`config.mk`:
```
export PLATFORM = sky130hd
export DESIGN_NAME = round_robin_tick_scheduler_top
export DESIGN_NICKNAME = d
export VERILOG_FILES = /design/src/rtl/core/rrts_pkg.sv /design/src/rtl/core/rrts_ram.sv /design/src/rtl/core/rrts_core.sv /design/src/rtl/core/round_robin_tick_scheduler_top.sv
export SDC_FILE = /design/constraint.sdc
export NUM_CORES = 2
export LEC_CHECK = 0
export ABC_AREA = 1
export ABC_CLOCK_PERIOD_IN_PS = 7000
export BUFFER_PORTS_ARGS = -buffer_cell sky130_fd_sc_hd__buf_4
export CAP_MARGIN = 20
export CELL_PAD_IN_SITES_DETAIL_PLACEMENT = 1
export CELL_PAD_IN_SITES_GLOBAL_PLACEMENT = 1
export CORE_ASPECT_RATIO = 0.7
export CORE_MARGIN = 5
export CORE_UTILIZATION = 49
export DETAILED_ROUTE_END_ITERATION = 12
export GPL_TIMING_DRIVEN = 0
export PLACE_DENSITY_LB_ADDON = 0.12
export SYNTH_ARGS = -nofsm -noshare
export SYNTH_HDL_FRONTEND = slang
export SYNTH_HIERARCHICAL = 1
export SYNTH_SLANG_ARGS = --single-unit
```
`constraint.sdc`:
```
create_clock -name i_clk -period 7 [get_ports i_clk]
set_clock_uncertainty 0.05 [all_clocks]
set_input_delay 1.4 -clock i_clk [delete_from_list [all_inputs] [get_ports i_clk]]
set_output_delay 1.4 -clock i_clk [all_outputs]
set_load 0.01 [all_outputs]
```
`src/rtl/core/rrts_pkg.sv`:
```
// ----------------------------------------------------------------------------
// Round-robin tick scheduler package
// Shared types, task-table entry layout, result layout and state codes.
// ----------------------------------------------------------------------------
package rrts_pkg;

    localparam int NumTasksDef = 16;
    localparam int TimeSliceRst = 2;

    typedef enum logic [2:0] {
        PH_UNUSED   = 3'd0,
        PH_INACTIVE = 3'd1,
        PH_READY    = 3'd2,
        PH_RUNNING  = 3'd3,
        PH_WAITING  = 3'd4,
        PH_DONE     = 3'd5
    } t_phase;

    typedef enum logic [1:0] {
        END_NONE    = 2'd0,
        END_DONE    = 2'd1,
        END_PREEMPT = 2'd2
    } t_end;

    typedef enum logic [0:0] {
        OP_DEFINE = 1'b0,
        OP_TICK   = 1'b1
    } t_op;

    typedef enum logic [2:0] {
        S_IDLE,
        S_SCAN,
        S_RUN_RD,
        S_RUN_WR,
        S_DISP_RD,
        S_DISP_TK,
        S_DISP_WR,
        S_FINISH
    } t_state;

    // one task-table entry
    typedef struct packed {
        t_phase      phase;
        logic [15:0] arrival;
        logic [15:0] burst;
        logic [15:0] run;
        logic        responded;
    } t_task_ent;

    // input item payload, task_id in the low bits
    typedef struct packed {
        logic [15:0] burst_time;
        logic [15:0] arrival_time;
        logic [3:0]  task_id;
    } t_cmd;

    // result item, current_time in the low bits
    typedef struct packed {
        logic        all_done;
        logic [31:0] total_waiting;
        logic [4:0]  ready_count;
        logic [15:0] response_time;
        logic        started;
        t_end        end_kind;
        logic [3:0]  ended_task;
        logic [3:0]  run_slot;
        logic        running_valid;
        logic [15:0] current_time;
    } t_result;

endpackage

```
`src/rtl/core/rrts_ram.sv`:
```
// ----------------------------------------------------------------------------
// Generic simple dual-port RAM
// One write port, one read port, read data registered.
// ----------------------------------------------------------------------------
module rrts_ram #(
    parameter int WIDTH = 8,
    parameter int DEPTH = 16
) (
    input  logic                     i_clk,
    input  logic                     i_we,
    input  logic [$clog2(DEPTH)-1:0] i_waddr,
    input  logic [WIDTH-1:0]         i_wdata,
    input  logic [$clog2(DEPTH)-1:0] i_raddr,
    output logic [WIDTH-1:0]         o_rdata
);

    logic [WIDTH-1:0] mem [DEPTH];

    always_ff @(posedge i_clk) begin
        if (i_we) begin
            mem[i_waddr] <= i_wdata;
        end
        o_rdata <= mem[i_raddr];
    end

endmodule

```
`src/rtl/core/rrts_core.sv`:
```
// ----------------------------------------------------------------------------
// Scheduler sequencer
// Defines task-table entries; per tick walks the task table once, updates the
// running task, dispatches from the ready queue. Builds a result per item.
// ----------------------------------------------------------------------------
module rrts_core #(
    parameter int SLOT_CNT = rrts_pkg::NumTasksDef
) (
    input  logic                             i_clk,
    input  logic                             i_rst_n,
    input  logic [7:0]                       i_time_slice,
    input  logic                             i_in_valid,
    input  rrts_pkg::t_op                    i_op,
    input  rrts_pkg::t_cmd                   i_cmd,
    output logic                             o_in_ready,
    // task table port
    output logic                             o_tk_we,
    output logic [$clog2(SLOT_CNT)-1:0]      o_tk_waddr,
    output rrts_pkg::t_task_ent              o_tk_wdata,
    output logic [$clog2(SLOT_CNT)-1:0]      o_tk_raddr,
    input  rrts_pkg::t_task_ent              i_tk_rdata,
    // ready queue port
    output logic                             o_ff_we,
    output logic [$clog2(SLOT_CNT)-1:0]      o_ff_waddr,
    output logic [$clog2(SLOT_CNT)-1:0]      o_ff_wdata,
    output logic [$clog2(SLOT_CNT)-1:0]      o_ff_raddr,
    input  logic [$clog2(SLOT_CNT)-1:0]      i_ff_rdata,
    // result
    input  logic                             i_out_free,
    output logic                             o_res_valid,
    output rrts_pkg::t_result                o_res
);

    localparam int ID_W = $clog2(SLOT_CNT);
    localparam int CNT_W = ID_W + 1;
    localparam logic [CNT_W-1:0] NumC = CNT_W'(SLOT_CNT);
    localparam logic [ID_W-1:0] LastId = ID_W'(SLOT_CNT - 1);

    rrts_pkg::t_state r_state, n_state;

    logic [CNT_W-1:0] r_idx;
    logic             r_pv;
    logic [ID_W-1:0]  r_pidx;
    logic [ID_W-1:0]  r_head;
    logic [CNT_W-1:0] r_count;
    logic             r_running;
    logic [ID_W-1:0]  r_run_idx;
    logic [8:0]       r_slice;
    logic [15:0]      r_tick;
    logic [CNT_W-1:0] r_defined;
    logic [CNT_W-1:0] r_arrived;
    logic [31:0]      r_wait;
    logic             r_used [SLOT_CNT];
    logic [ID_W-1:0]  r_pop_id;
    rrts_pkg::t_op    r_op;
    logic [ID_W-1:0]  r_ended;
    rrts_pkg::t_end   r_kind;
    logic             r_started;
    logic [15:0]      r_resp;

    logic             acc;
    logic             def_ok;
    logic [ID_W-1:0]  def_id;
    rrts_pkg::t_phase sc_phase;
    logic             sc_push;
    logic             sc_arrive;
    logic             sc_wait;
    logic             sc_issue;
    logic [CNT_W-1:0] tail_sum;
    logic [ID_W-1:0]  tail;
    logic [15:0]      run_nxt;
    logic [8:0]       slice_nxt;
    logic [8:0]       limit;
    logic             boundary;
    logic             run_done;

    assign acc    = i_in_valid && (r_state == rrts_pkg::S_IDLE);
    assign def_id = ID_W'(i_cmd.task_id);
    assign def_ok = (int'(i_cmd.task_id) < SLOT_CNT) && !r_used[def_id];

    assign tail_sum = CNT_W'(r_head) + r_count;
    assign tail     = (tail_sum >= NumC) ? ID_W'(tail_sum - NumC) : ID_W'(tail_sum);
    assign sc_issue = (r_state == rrts_pkg::S_SCAN) && (r_idx < NumC);

    // per-slot decision during the scan
    always_comb begin
        sc_phase  = r_used[r_pidx] ? i_tk_rdata.phase : rrts_pkg::PH_UNUSED;
        sc_push   = 1'b0;
        sc_arrive = 1'b0;
        sc_wait   = 1'b0;
        if (r_state == rrts_pkg::S_SCAN && r_pv) begin
            priority if (sc_phase == rrts_pkg::PH_WAITING) begin
                sc_push = 1'b1;
                sc_wait = 1'b1;
            end else if (sc_phase == rrts_pkg::PH_INACTIVE && i_tk_rdata.arrival <= r_tick) begin
                sc_push   = 1'b1;
                sc_arrive = 1'b1;
            end else if (sc_phase == rrts_pkg::PH_READY) begin
                sc_wait = 1'b1;
            end else begin
                sc_push = 1'b0;
            end
        end
    end

    // running task update
    always_comb begin
        run_nxt   = (i_tk_rdata.run != 16'hFFFF) ? i_tk_rdata.run + 16'd1 : i_tk_rdata.run;
        slice_nxt = r_slice + 9'd1;
        limit     = {(i_time_slice == 8'd0), i_time_slice};
        boundary  = slice_nxt >= limit;
        run_done  = run_nxt >= i_tk_rdata.burst;
    end

    // next state
    always_comb begin
        n_state = r_state;
        unique case (r_state)
            rrts_pkg::S_IDLE: begin
                if (i_in_valid) begin
                    n_state = (i_op == rrts_pkg::OP_TICK) ? rrts_pkg::S_SCAN
                                                          : rrts_pkg::S_FINISH;
                end
            end
            rrts_pkg::S_SCAN: begin
                if (r_pv && r_pidx == LastId) begin
                    n_state = rrts_pkg::S_RUN_RD;
                end
            end
            rrts_pkg::S_RUN_RD: begin
                n_state = r_running ? rrts_pkg::S_RUN_WR : rrts_pkg::S_DISP_RD;
            end
            rrts_pkg::S_RUN_WR: begin
                n_state = rrts_pkg::S_DISP_RD;
            end
            rrts_pkg::S_DISP_RD: begin
                n_state = (!r_running && r_count != '0) ? rrts_pkg::S_DISP_TK
                                                        : rrts_pkg::S_FINISH;
            end
            rrts_pkg::S_DISP_TK: begin
                n_state = rrts_pkg::S_DISP_WR;
            end
            rrts_pkg::S_DISP_WR: begin
                n_state = rrts_pkg::S_FINISH;
            end
            rrts_pkg::S_FINISH: begin
                if (i_out_free) begin
                    n_state = rrts_pkg::S_IDLE;
                end
            end
            default: n_state = rrts_pkg::S_IDLE;
        endcase
    end

    // memory ports and handshake
    always_comb begin
        o_in_ready  = 1'b0;
        o_res_valid = 1'b0;
        o_tk_we     = 1'b0;
        o_tk_waddr  = r_pidx;
        o_tk_wdata  = i_tk_rdata;
        o_tk_raddr  = r_idx[ID_W-1:0];
        o_ff_we     = 1'b0;
        o_ff_waddr  = tail;
        o_ff_wdata  = r_pidx;
        o_ff_raddr  = r_head;
        unique case (r_state)
            rrts_pkg::S_IDLE: begin
                o_in_ready = 1'b1;
                o_tk_we    = acc && (i_op == rrts_pkg::OP_DEFINE) && def_ok;
                o_tk_waddr = def_id;
                o_tk_wdata = '{phase: rrts_pkg::PH_INACTIVE, arrival: i_cmd.arrival_time,
                               burst: i_cmd.burst_time, run: 16'd0, responded: 1'b0};
            end
            rrts_pkg::S_SCAN: begin
                o_tk_we          = sc_push;
                o_tk_wdata.phase = rrts_pkg::PH_READY;
                o_ff_we          = sc_push;
            end
            rrts_pkg::S_RUN_RD: begin
                o_tk_raddr = r_run_idx;
            end
            rrts_pkg::S_RUN_WR: begin
                o_tk_we        = 1'b1;
                o_tk_waddr     = r_run_idx;
                o_tk_wdata.run = run_nxt;
                if (run_done) begin
                    o_tk_wdata.phase = rrts_pkg::PH_DONE;
                end else if (r_count != '0 && boundary) begin
                    o_tk_wdata.phase = rrts_pkg::PH_WAITING;
                end
            end
            rrts_pkg::S_DISP_RD: begin
                o_ff_raddr = r_head;
            end
            rrts_pkg::S_DISP_TK: begin
                o_tk_raddr = i_ff_rdata;
            end
            rrts_pkg::S_DISP_WR: begin
                o_tk_we              = 1'b1;
                o_tk_waddr           = r_pop_id;
                o_tk_wdata.phase     = rrts_pkg::PH_RUNNING;
                o_tk_wdata.responded = 1'b1;
            end
            rrts_pkg::S_FINISH: begin
                o_res_valid = i_out_free;
            end
            default: o_in_ready = 1'b0;
        endcase
    end

    always_comb begin
        o_res.current_time  = r_tick;
        o_res.running_valid = r_running;
        o_res.run_slot      = r_running ? 4'(r_run_idx) : 4'd0;
        o_res.ended_task    = 4'(r_ended);
        o_res.end_kind      = r_kind;
        o_res.started       = r_started;
        o_res.response_time = r_resp;
        o_res.ready_count   = 5'(r_count);
        o_res.total_waiting = r_wait;
        o_res.all_done      = (r_arrived == r_defined) && (r_count == '0) && !r_running;
    end

    always_ff @(posedge i_clk) begin
        if (!i_rst_n) begin
            r_state   <= rrts_pkg::S_IDLE;
            r_idx     <= '0;
            r_pv      <= 1'b0;
            r_head    <= '0;
            r_count   <= '0;
            r_running <= 1'b0;
            r_run_idx <= '0;
            r_slice   <= '0;
            r_tick    <= '0;
            r_defined <= '0;
            r_arrived <= '0;
            r_wait    <= '0;
            r_op      <= rrts_pkg::OP_DEFINE;
            r_ended   <= '0;
            r_kind    <= rrts_pkg::END_NONE;
            r_started <= 1'b0;
            r_resp    <= '0;
            for (int i = 0; i < SLOT_CNT; i++) begin
                r_used[i] <= 1'b0;
            end
        end else begin
            r_state <= n_state;
            r_pv    <= sc_issue;
            r_pidx  <= r_idx[ID_W-1:0];
            if (sc_issue) begin
                r_idx <= r_idx + CNT_W'(1);
            end
            if (acc) begin
                r_op      <= i_op;
                r_idx     <= '0;
                r_ended   <= '0;
                r_kind    <= rrts_pkg::END_NONE;
                r_started <= 1'b0;
                r_resp    <= '0;
                if (i_op == rrts_pkg::OP_DEFINE && def_ok) begin
                    r_used[def_id] <= 1'b1;
                    r_defined      <= r_defined + CNT_W'(1);
                end
            end
            if (sc_push) begin
                r_count <= r_count + CNT_W'(1);
            end
            if (sc_arrive) begin
                r_arrived <= r_arrived + CNT_W'(1);
            end
            if (sc_wait && r_wait != 32'hFFFF_FFFF) begin
                r_wait <= r_wait + 32'd1;
            end
            if (r_state == rrts_pkg::S_RUN_WR) begin
                r_slice <= boundary ? 9'd0 : slice_nxt;
                if (run_done) begin
                    r_running <= 1'b0;
                    r_ended   <= r_run_idx;
                    r_kind    <= rrts_pkg::END_DONE;
                end else if (r_count != '0 && boundary) begin
                    r_running <= 1'b0;
                    r_ended   <= r_run_idx;
                    r_kind    <= rrts_pkg::END_PREEMPT;
                end
            end
            if (r_state == rrts_pkg::S_DISP_TK) begin
                r_pop_id <= i_ff_rdata;
                r_head   <= (r_head == LastId) ? '0 : r_head + ID_W'(1);
                r_count  <= r_count - CNT_W'(1);
            end
            if (r_state == rrts_pkg::S_DISP_WR) begin
                if (!i_tk_rdata.responded) begin
                    r_resp <= r_tick - i_tk_rdata.arrival;
                end
                r_running <= 1'b1;
                r_run_idx <= r_pop_id;
                r_slice   <= '0;
                r_started <= 1'b1;
            end
            if (r_state == rrts_pkg::S_FINISH && i_out_free &&
                r_op == rrts_pkg::OP_TICK && r_tick != 16'hFFFF) begin
                r_tick <= r_tick + 16'd1;
            end
        end
    end

    a_count_bound: assert property (@(posedge i_clk) disable iff (!i_rst_n)
        r_count <= NumC)
        else $error("ready queue count above capacity");

    a_run_defined: assert property (@(posedge i_clk) disable iff (!i_rst_n)
        r_running |-> r_used[r_run_idx])
        else $error("running task slot never defined");

    a_arrived_bound: assert property (@(posedge i_clk) disable iff (!i_rst_n)
        r_arrived <= r_defined)
        else $error("more tasks arrived than defined");

    a_define_free: assert property (@(posedge i_clk) disable iff (!i_rst_n)
        (o_tk_we && r_state == rrts_pkg::S_IDLE) |-> !r_used[o_tk_waddr])
        else $error("define overwrote a slot in use");

endmodule

```
`src/rtl/core/round_robin_tick_scheduler_top.sv`:
```
// ----------------------------------------------------------------------------
// Round-robin tick scheduler
// Time-slice scheduler over a task table held in RAM, one result per item.
// ----------------------------------------------------------------------------
// Input stream (s_axis): tuser selects define (0) or tick (1); tdata carries
// task_id, arrival_time and burst_time. Every input item gives exactly one
// result item on m_axis.
// Config: i_cfg_we writes i_cfg_wdata into time_slice (reset value 2, 0 acts
// as 256). Write it only while the block is idle.
// Sequence: a define item writes its slot, if free, and goes to the result. A tick
// item visits the task-table RAM one slot per cycle, then the running task is
// read/updated and the queue head is dispatched, each RAM read registered.
// One item is worked on at a time.
// The result sits in an output register; a new item is accepted while that
// result waits. If the receiver stalls, the next finished result waits in
// the sequencer until the register drains.
// Reset (synchronous, active low) marks all slots unused, empties the ready
// queue and clears the time and waiting counters; no clearing pass is needed.
// ----------------------------------------------------------------------------
module round_robin_tick_scheduler_top #(
    parameter int SLOT_CNT = rrts_pkg::NumTasksDef
) (
    input  logic        i_clk,
    input  logic        i_rst_n,
    input  logic        i_cfg_we,
    input  logic [7:0]  i_cfg_wdata,
    input  logic        i_s_axis_tvalid,
    output logic        o_s_axis_tready,
    // [3:0] task_id, [19:4] arrival_time, [35:20] burst_time
    input  logic [39:0] i_s_axis_tdata,
    // [0] operation
    input  logic [0:0]  i_s_axis_tuser,
    output logic        o_m_axis_tvalid,
    input  logic        i_m_axis_tready,
    // [15:0] current_time, [16] running_valid, [20:17] running task,
    // [24:21] ended_task, [26:25] end_kind, [27] started,
    // [43:28] response_time, [48:44] ready_count, [80:49] total_waiting,
    // [81] all_done
    output logic [87:0] o_m_axis_tdata
);

    localparam int ID_W = $clog2(SLOT_CNT);

    logic [7:0]          r_time_slice;
    logic                r_out_valid;
    rrts_pkg::t_result   r_out;

    logic                tk_we;
    logic [ID_W-1:0]     tk_waddr;
    rrts_pkg::t_task_ent tk_wdata;
    logic [ID_W-1:0]     tk_raddr;
    rrts_pkg::t_task_ent tk_rdata;
    logic                ff_we;
    logic [ID_W-1:0]     ff_waddr;
    logic [ID_W-1:0]     ff_wdata;
    logic [ID_W-1:0]     ff_raddr;
    logic [ID_W-1:0]     ff_rdata;
    logic                out_free;
    logic                res_valid;
    rrts_pkg::t_result   res;

    assign out_free = !r_out_valid || i_m_axis_tready;

    rrts_ram #(
        .WIDTH ($bits(rrts_pkg::t_task_ent)),
        .DEPTH (SLOT_CNT)
    ) u_task_ram (
        .i_clk   (i_clk),
        .i_we    (tk_we),
        .i_waddr (tk_waddr),
        .i_wdata (tk_wdata),
        .i_raddr (tk_raddr),
        .o_rdata (tk_rdata)
    );

    rrts_ram #(
        .WIDTH (ID_W),
        .DEPTH (SLOT_CNT)
    ) u_queue_ram (
        .i_clk   (i_clk),
        .i_we    (ff_we),
        .i_waddr (ff_waddr),
        .i_wdata (ff_wdata),
        .i_raddr (ff_raddr),
        .o_rdata (ff_rdata)
    );

    rrts_core #(
        .SLOT_CNT (SLOT_CNT)
    ) u_core (
        .i_clk        (i_clk),
        .i_rst_n      (i_rst_n),
        .i_time_slice (r_time_slice),
        .i_in_valid   (i_s_axis_tvalid),
        .i_op         (rrts_pkg::t_op'(i_s_axis_tuser[0])),
        .i_cmd        (rrts_pkg::t_cmd'(i_s_axis_tdata[35:0])),
        .o_in_ready   (o_s_axis_tready),
        .o_tk_we      (tk_we),
        .o_tk_waddr   (tk_waddr),
        .o_tk_wdata   (tk_wdata),
        .o_tk_raddr   (tk_raddr),
        .i_tk_rdata   (tk_rdata),
        .o_ff_we      (ff_we),
        .o_ff_waddr   (ff_waddr),
        .o_ff_wdata   (ff_wdata),
        .o_ff_raddr   (ff_raddr),
        .i_ff_rdata   (ff_rdata),
        .i_out_free   (out_free),
        .o_res_valid  (res_valid),
        .o_res        (res)
    );

    always_ff @(posedge i_clk) begin
        if (!i_rst_n) begin
            r_time_slice <= 8'(rrts_pkg::TimeSliceRst);
            r_out_valid  <= 1'b0;
        end else begin
            if (i_cfg_we) begin
                r_time_slice <= i_cfg_wdata;
            end
            if (res_valid) begin
                r_out_valid <= 1'b1;
            end else if (i_m_axis_tready) begin
                r_out_valid <= 1'b0;
            end
        end
    end

    always_ff @(posedge i_clk) begin
        if (res_valid) begin
            r_out <= res;
        end
    end

    assign o_m_axis_tvalid = r_out_valid;
    assign o_m_axis_tdata  = {6'd0, r_out};

endmodule

```
==> Yosys cells after proc, flatten, opt, wreduce, memory -nomap -nowiden <==
Memories as Yosys holds them, arrays and structs flattened. A register that Yosys moved wholly into a read port is not among the register bits.
Cells that the tools add are included.
{ "totals": {"in_bits": 54, "elab_cells": 177, "mem_count": 3, "ramBits": 912, "ff_bits": 213} }
{ "mem_list": {"columns": ["memory", "depth", "width", "read_ports", "rd_ports_with_merged_regs", "wr", "line_no", "rtl"], "rows": [
  ["u_task_ram.mem", 16, 52, 1, 1, 1, "rrts_ram.sv:17", "logic [WIDTH-1:0] mem [DEPTH];"],
  ["u_queue_ram.mem", 16, 4, 1, 1, 1, "rrts_ram.sv:17", null],
  ["u_core.r_used", 16, 1, 2, 1, 16, "rrts_core.sv:53", "logic r_used [SLOT_CNT];"]
]} }
{ "op_classes": {"bitwise": 2, "n_reduce_logical": 37, "n_addsub": 13, "eq_ne": 19, "n_lt_le_gt_ge": 5, "muxes": 67} }
{ "ops": {"columns": ["op", "count"], "rows": [
  ["$mux 16", 4],
  ["$add 16x1->16 const B", 2],
  ["$add 32x1->32 const B", 1],
  ["$mux 32", 1],
  ["$mux 4", 8],
  ["$ne 16x16->1 const B", 2],
  ["$ne 32x32->1 const B", 1],
  ["$pmux 16 s2", 1],
  ["$mux 1", 31],
  ["$mux 3", 8],
  ["$pmux 3 s8", 1],
  ["$add 5x1->5 const B", 4],
  ["$ge 16x16->1", 1],
  ["$le 16x16->1", 1],
  ["$logic_and 1x1->1", 16],
  ["$sub 16x16->16", 1],
  ["$eq 3x3->1 const B", 5],
  ["$pmux 3 s4", 1],
  ["$pmux 4 s3", 1],
  ["$mux 2", 5],
  ["$mux 5", 2],
  ["$add 9x1->9 const B", 1],
  ["$eq 3x2->1 const B", 3],
  ["$ge 9x9->1", 1],
  ["28 further kinds", 41]
]} }

==> Logic depth before layout (Yosys ltp) <==
{ "logic_depth": {"depth_word": 9, "ltp_mapped": 23, "ltp_nobuf": 23} }

==> Hierarchy <==
The synthesis kept the hierarchy.
{ "modules_own_cells": {"columns": ["module", "cells_each", "area_per_inst_um2", "n_inst", "seq_area_each_um2"], "rows": [
  ["rrts_ram at u_task_ram", 3426, 36511.3, 1, 26025.0],
  ["rrts_core", 1505, 9845.7, 1, 2922.8],
  ["rrts_ram at u_queue_ram", 290, 2966.6, 1, 2001.9],
  ["round_robin_tick_scheduler_top", 128, 2815.2, 1, 2642.5]
]} }

==> Worst setup path after synthesis <==
Ideal clock, no wire load.
{ "synth_timing": {"kind": "input-to-reg", "from": "input i_s_axis_tdata[1]", "to": "memory u_task_ram/mem[12][0] (netlist name) (enable)", "arrival_ns": 4.601, "required_time_ns": 6.488, "path_buffers": 0, "cell_stages": 10, "setup_slack_ns": 1.887, "path_cell_list": "inv_2 -> nand2_1 -> inv_2 -> a22oi_1 -> a31oi_1 -> nor2_4 -> nand2_4 -> nand2_1 -> nand3_1 -> nor2_1"} }
{ "synth_via": {"elab_chain_len": 6} }
{ "synth_lines": {"columns": ["item", "line_no", "rtl"], "rows": [
  ["start: declaration", "round_robin_tick_scheduler_top.sv:30", "input logic [39:0] i_s_axis_tdata,"],
  ["$mem_v2 16x1", null, null],
  ["$logic_not 1->1", "rrts_core.sv:79", "assign def_ok = (int'(i_cmd.task_id) < SLOT_CNT) && !r_used[def_id];"],
  ["$logic_and 1x1->1", "rrts_core.sv:170", "o_tk_we = acc && (i_op == rrts_pkg::OP_DEFINE) && def_ok;"],
  ["$pmux 1 s3", "rrts_core.sv:167", "unique case (r_state)"],
  ["via tk_we", "round_robin_tick_scheduler_top.sv:48", "logic tk_we;"],
  ["$mux 1", "rrts_ram.sv:20", "if (i_we) begin"],
  ["$mux 1 (implied by the code)", "rrts_ram.sv:21", "mem[i_waddr] <= i_wdata;"],
  ["end: declaration", "rrts_ram.sv:17", null]
]} }
The timed path passes the listed nets, and every way through them passes these cells.

==> Worst setup path after layout <==
{ "layout_timing": {"from": "register u_core.r_tick[0]", "to": "memory u_task_ram/mem[8][17] (netlist name) (enable)"} }
{ "layout_via": {"elab_chain_len": 8} }
{ "layout_lines": {"columns": ["item", "line_no", "rtl"], "rows": [
  ["start: declaration", "rrts_core.sv:49", "logic [15:0] r_tick;"],
  ["start signal: assignment", "rrts_core.sv:303", "r_tick <= r_tick + 16'd1;"],
  ["$le 16x16->1", "rrts_core.sv:95", "end else if (sc_phase == rrts_pkg::PH_INACTIVE && i_tk_rdata.arrival <= r_tick) begin"],
  ["$logic_and 1x1->1", "rrts_core.sv:95", null],
  ["$mux 1", "rrts_core.sv:95", null],
  ["$mux 1", "rrts_core.sv:92", "priority if (sc_phase == rrts_pkg::PH_WAITING) begin"],
  ["$mux 1", "rrts_core.sv:91", "if (r_state == rrts_pkg::S_SCAN && r_pv) begin"],
  ["$pmux 1 s3", "rrts_core.sv:167", null],
  ["via tk_we", "round_robin_tick_scheduler_top.sv:48", null],
  ["$mux 1", "rrts_ram.sv:20", null],
  ["$mux 1 (implied by the code)", "rrts_ram.sv:21", null]
]} }
The timed path passes the listed nets, and every way through them passes these cells.

==> qor.txt <==
RUN STATUS
--------------------------------------------------------------------------------------------------
Result of the run                                                                     finished clean

DETAILED ROUTING
--------------------------------------------------------------------------------------------------
Remaining routing DRC violations                                                                 0
Number of vias in the routed layout                                                          40.8k
Wire length on met3                                                                       16700 um
First-pass iteration count of the detailed router                                                5
Detailed-route vias per instance                                                              5.66
Remaining number of nets flagged by the antenna check after routing                              0
Met2 WL post-DR                                                                           80800 um
Total routed wirelength                                                                  183000 um
Routed length on met1                                                                     79400 um
First DRT Iteration DRCs                                                                      4382
Detail-routed net length per standard cell                                                 25.4 um
Topmost layer with routed signal wires                                                        met4

SETUP PATH
--------------------------------------------------------------------------------------------------
Most repeated library cell on the critical path                                       sky130_fd_sc_hd__nand2_1
Sort of element at the end of the critical path                                          flip-flop
Kind of start point of the critical path                                                 flip-flop
Reg2Reg Setup Slack                                                                        1940 ps
Slowest cell on the critical path                                                     sky130_fd_sc_hd__nor2_4
CP arrival                                                                                 5410 ps
Worst Path Buf+Inv                                                                               4
Biggest cell delay along the critical path                                                  860 ps
Class of the most critical setup path                                                 flip-flop to flip-flop
Critical path required time                                                                7350 ps
Crit path max fanout                                                                            22
Cell breakdown of the critical path                                                   inv_1 -> ha_1 -> fa_1 -> inv_1 -> nand3_1 -> nand2_1 -> nand2_1 -> nand2_1 -> nand2_1 -> nand3_1 -> nand4_1 -> buf_2 -> nand2_1 -> nor3_1 -> nand2_1 -> nand3b_1 -> nor2_4 -> buf_12
Delay-heaviest family, CP                                                             simple AND/OR/NAND/NOR gates

FINAL LAYOUT
--------------------------------------------------------------------------------------------------
Area growth from synthesis to final layout                                                   15.4%
Fill cell instance count of the final layout                                                 11.7k
Most frequent cells in the layout                                                     1585 x sky130_fd_sc_hd__nand2_1, 986 x sky130_fd_sc_hd__edfxtp_1, 870 x sky130_fd_sc_hd__inv_1
Final-stage net count                                                                         5795
Area occupied by registers                                                               33600 um2
Count of antenna diodes in the layout                                                            0
Count of placed standard cells in the final layout, fillers left out                          7212
Most frequent standard cell in the layout excluding fill and tap cells                sky130_fd_sc_hd__nand2_1
Utilization after layout                                                                     0.568
Multi-input combinational cell area                                                      14100 um2
Share of final-layout standard cells stronger than drive strength 1                          0.108

LOGIC SYNTHESIS
--------------------------------------------------------------------------------------------------
Asr flop ratio synth                                                                             0
Main synth FF type                                                                    sky130_fd_sc_hd__edfxtp_1
FF+latch count, synth                                                                         1185
Unique cell type count in the Yosys netlist                                                     57
Yosys Warn Count                                                                                 6
Sequential share of the synthesized area                                                     0.644
Count of flip-flops with a built-in enable after synthesis                                     986
Mean cell area of the mapped netlist                                                      9.75 um2
Synthesized netlist cell count                                                                5349
Area of the mapped netlist                                                               52100 um2

POWER AND IR DROP
--------------------------------------------------------------------------------------------------
Pwr Density                                                                             390 nW/um2
Largest voltage drop on the vdd net                                                       0.233 mV
Leak                                                                                       25.9 nW

FLOORPLAN
--------------------------------------------------------------------------------------------------
Placeable Area                                                                          106000 um2
Die outline height                                                                          283 um
Die Outline Area                                                                        113000 um2
Total I/O pin count                                                                            144
Initial core utilization                                                                     0.492
Std-Cell Rows                                                                                  100
Die width                                                                                   400 um

GRT
--------------------------------------------------------------------------------------------------
Total grt overflow                                                                               0
Pin count of the biggest net entering global routing                                            37
Number of global-route vias before repair                                                    41.9k
Global-route total usage across every layer                                                  0.320
Initial antenna violation count                                                                  4
Global-route wire length before repair                                                   269000 um

PLACE
--------------------------------------------------------------------------------------------------
Total of buffers placed on input and output ports                                              133
Setup WS pre-CTS                                                                           2160 ps
GP Congestion                                                                                0.889
Detailed-placement wirelength estimate                                                   126000 um
Cell total after placement                                                                    6989

TIMING
--------------------------------------------------------------------------------------------------
Fmax achieved                                                                              197 MHz
Slew Limit Fails                                                                                 0
Fin crit share                                                                               0.723
Total count of hold-check failures in the final report                                           0
Final Worst Setup Slack                                                                    1940 ps
Setup tns final                                                                               0 ps
Crit path time final                                                                       5060 ps
Unrepaired setup endpoints after global routing                                                 no
Number of failing setup endpoints in the final timing report                                     0
Slew headroom                                                                                0.151
Slew at the pin closest to its max-slew limit                                              1270 ps

CLOCK NETWORK
--------------------------------------------------------------------------------------------------
CTS HTree Levels                                                                                 3
Cts bufs inserted                                                                              115
Count of hold-fix buffers inserted at cts                                                        0
Buffer depth of the longest clock path                                                           3
Clock transition time at the flip-flop clock pins of the worst setup and hold paths          70 ps
Clock root buffer master                                                              sky130_fd_sc_hd__clkbuf_16
Number of post-CTS setup repair buffers                                                          0
Number of gates given a new drive strength after cts                                             0
Clock Latency Late Sink                                                                     730 ps
TritonCTS clock tree                                                                          done
CTS sink cnt                                                                                  1185

WORST HOLD PATH
--------------------------------------------------------------------------------------------------
Worst hold path type                                                                  flip-flop to flip-flop

RUN
--------------------------------------------------------------------------------------------------
Max-cap violations                                                                               0

-- area by class of cell --
type                       count  share of cell area
inverter                     901              0.0563
buffer                       229              0.0191
multi-input combinational   3039               0.235
sequential                  1185               0.558
tap                         1428              0.0297
clock inverter                46             0.00913
clock buffer                 172              0.0570
timing repair buffer         212              0.0357
-- power breakdown --
| part | internal [mW] | switching, mW |
|---|---|---|
| logic | 1.72 | 5.53 |
| clock network | 3.85 | 2.74 |
| registers | 9.40 | 0.267 |
| total | 15.0 | 8.54 |
-- worst paths after layout --
check	endpoint	cells past startpoint	start
worst max-delay path	u_task_ram/mem[8][17]	18	u_core/r_tick[0]
worst min-delay path	o_m_axis_tdata[36]	0	u_core/r_resp[8]
worst max register to register	u_task_ram/mem[8][17]	18	u_core/r_tick[0]
worst min register to register	o_m_axis_tdata[36]	0	u_core/r_resp[8]
-- registers in the layout (all words and copies together) (netlist names), 2 cells and up, named ones only --
| signal | flops |
|---|---|
| u_core/r_slice | 9 |
| u_core/o_ff_raddr | 4 |
| u_task_ram/o_rdata | 52 |
| u_queue_ram/mem | 64 |
| u_core/r_pop_id | 4 |
| u_core/r_tick | 16 |
| u_core/r_kind | 2 |
| u_task_ram/mem | 832 |
| u_core/r_idx | 5 |
| u_core/r_arrived | 5 |
| u_core/r_count | 5 |
| u_core/r_wait | 32 |
| u_core/r_run_idx | 4 |
| r_time_slice | 8 |
| u_core/r_state | 3 |
| u_core/o_ff_wdata | 4 |
| u_core/r_resp | 16 |
| o_m_axis_tdata | 82 |
| u_core/r_defined | 5 |
| u_core/r_ended | 4 |
| u_core/r_used | 16 |
| u_queue_ram/o_rdata | 4 |
-- Yosys cell counts, types with 26 or more instances --
library cell,n,share of area
sky130_fd_sc_hd__dfxtp_1,199,0.076
sky130_fd_sc_hd__buf_2,116,0.011
sky130_fd_sc_hd__edfxtp_1,986,0.57
sky130_fd_sc_hd__xor2_1,29,0.0049
sky130_fd_sc_hd__nand2_1,1585,0.11
sky130_fd_sc_hd__inv_2,26,0.0019
sky130_fd_sc_hd__clkbuf_1,59,0.0042
sky130_fd_sc_hd__ha_1,55,0.013
sky130_fd_sc_hd__o21ai_0,80,0.0077
sky130_fd_sc_hd__a21oi_1,92,0.0088
sky130_fd_sc_hd__inv_1,870,0.063
sky130_fd_sc_hd__nor2_1,197,0.014
sky130_fd_sc_hd__nand3_1,785,0.075
-- routing by layer --
| layer | track usage | vias to the layer above |
|---|---|---|
| met1 | 0.468 | 20500 |
| met2 | 0.487 | 1915 |
| met3 | 0.0564 | 356 |
| li1 | - | 18000 |
| met4 | 0.105 | 0 |
| met5 | 0 | - |
-- kinds of logic after synthesis --
logic type / synth area share
buffers and inverters: 0.0870
xor gates and xnor gates: 0.00790
DFF: 0.644
other: 0.0000719
and+or+nand+nor: 0.218
adders and majority gates: 0.0144
AOI/OAI and AO/OA: 0.0283
-- per-stage QoR --
step / instance area (um2) / power (mW) / hold slack, ps
after detailed placement: 56100 / 16.8 / 367
after global routing: 60200 / 24.4 / 390
after floorplan: 52200 / 13.5 / 359
final: 60200 / 23.5 / 382
after global placement: 54900 / 16.2 / 370
after CTS: 60100 / 23.4 / 383
No activity file was read; power rests on OpenSTA's default activity.
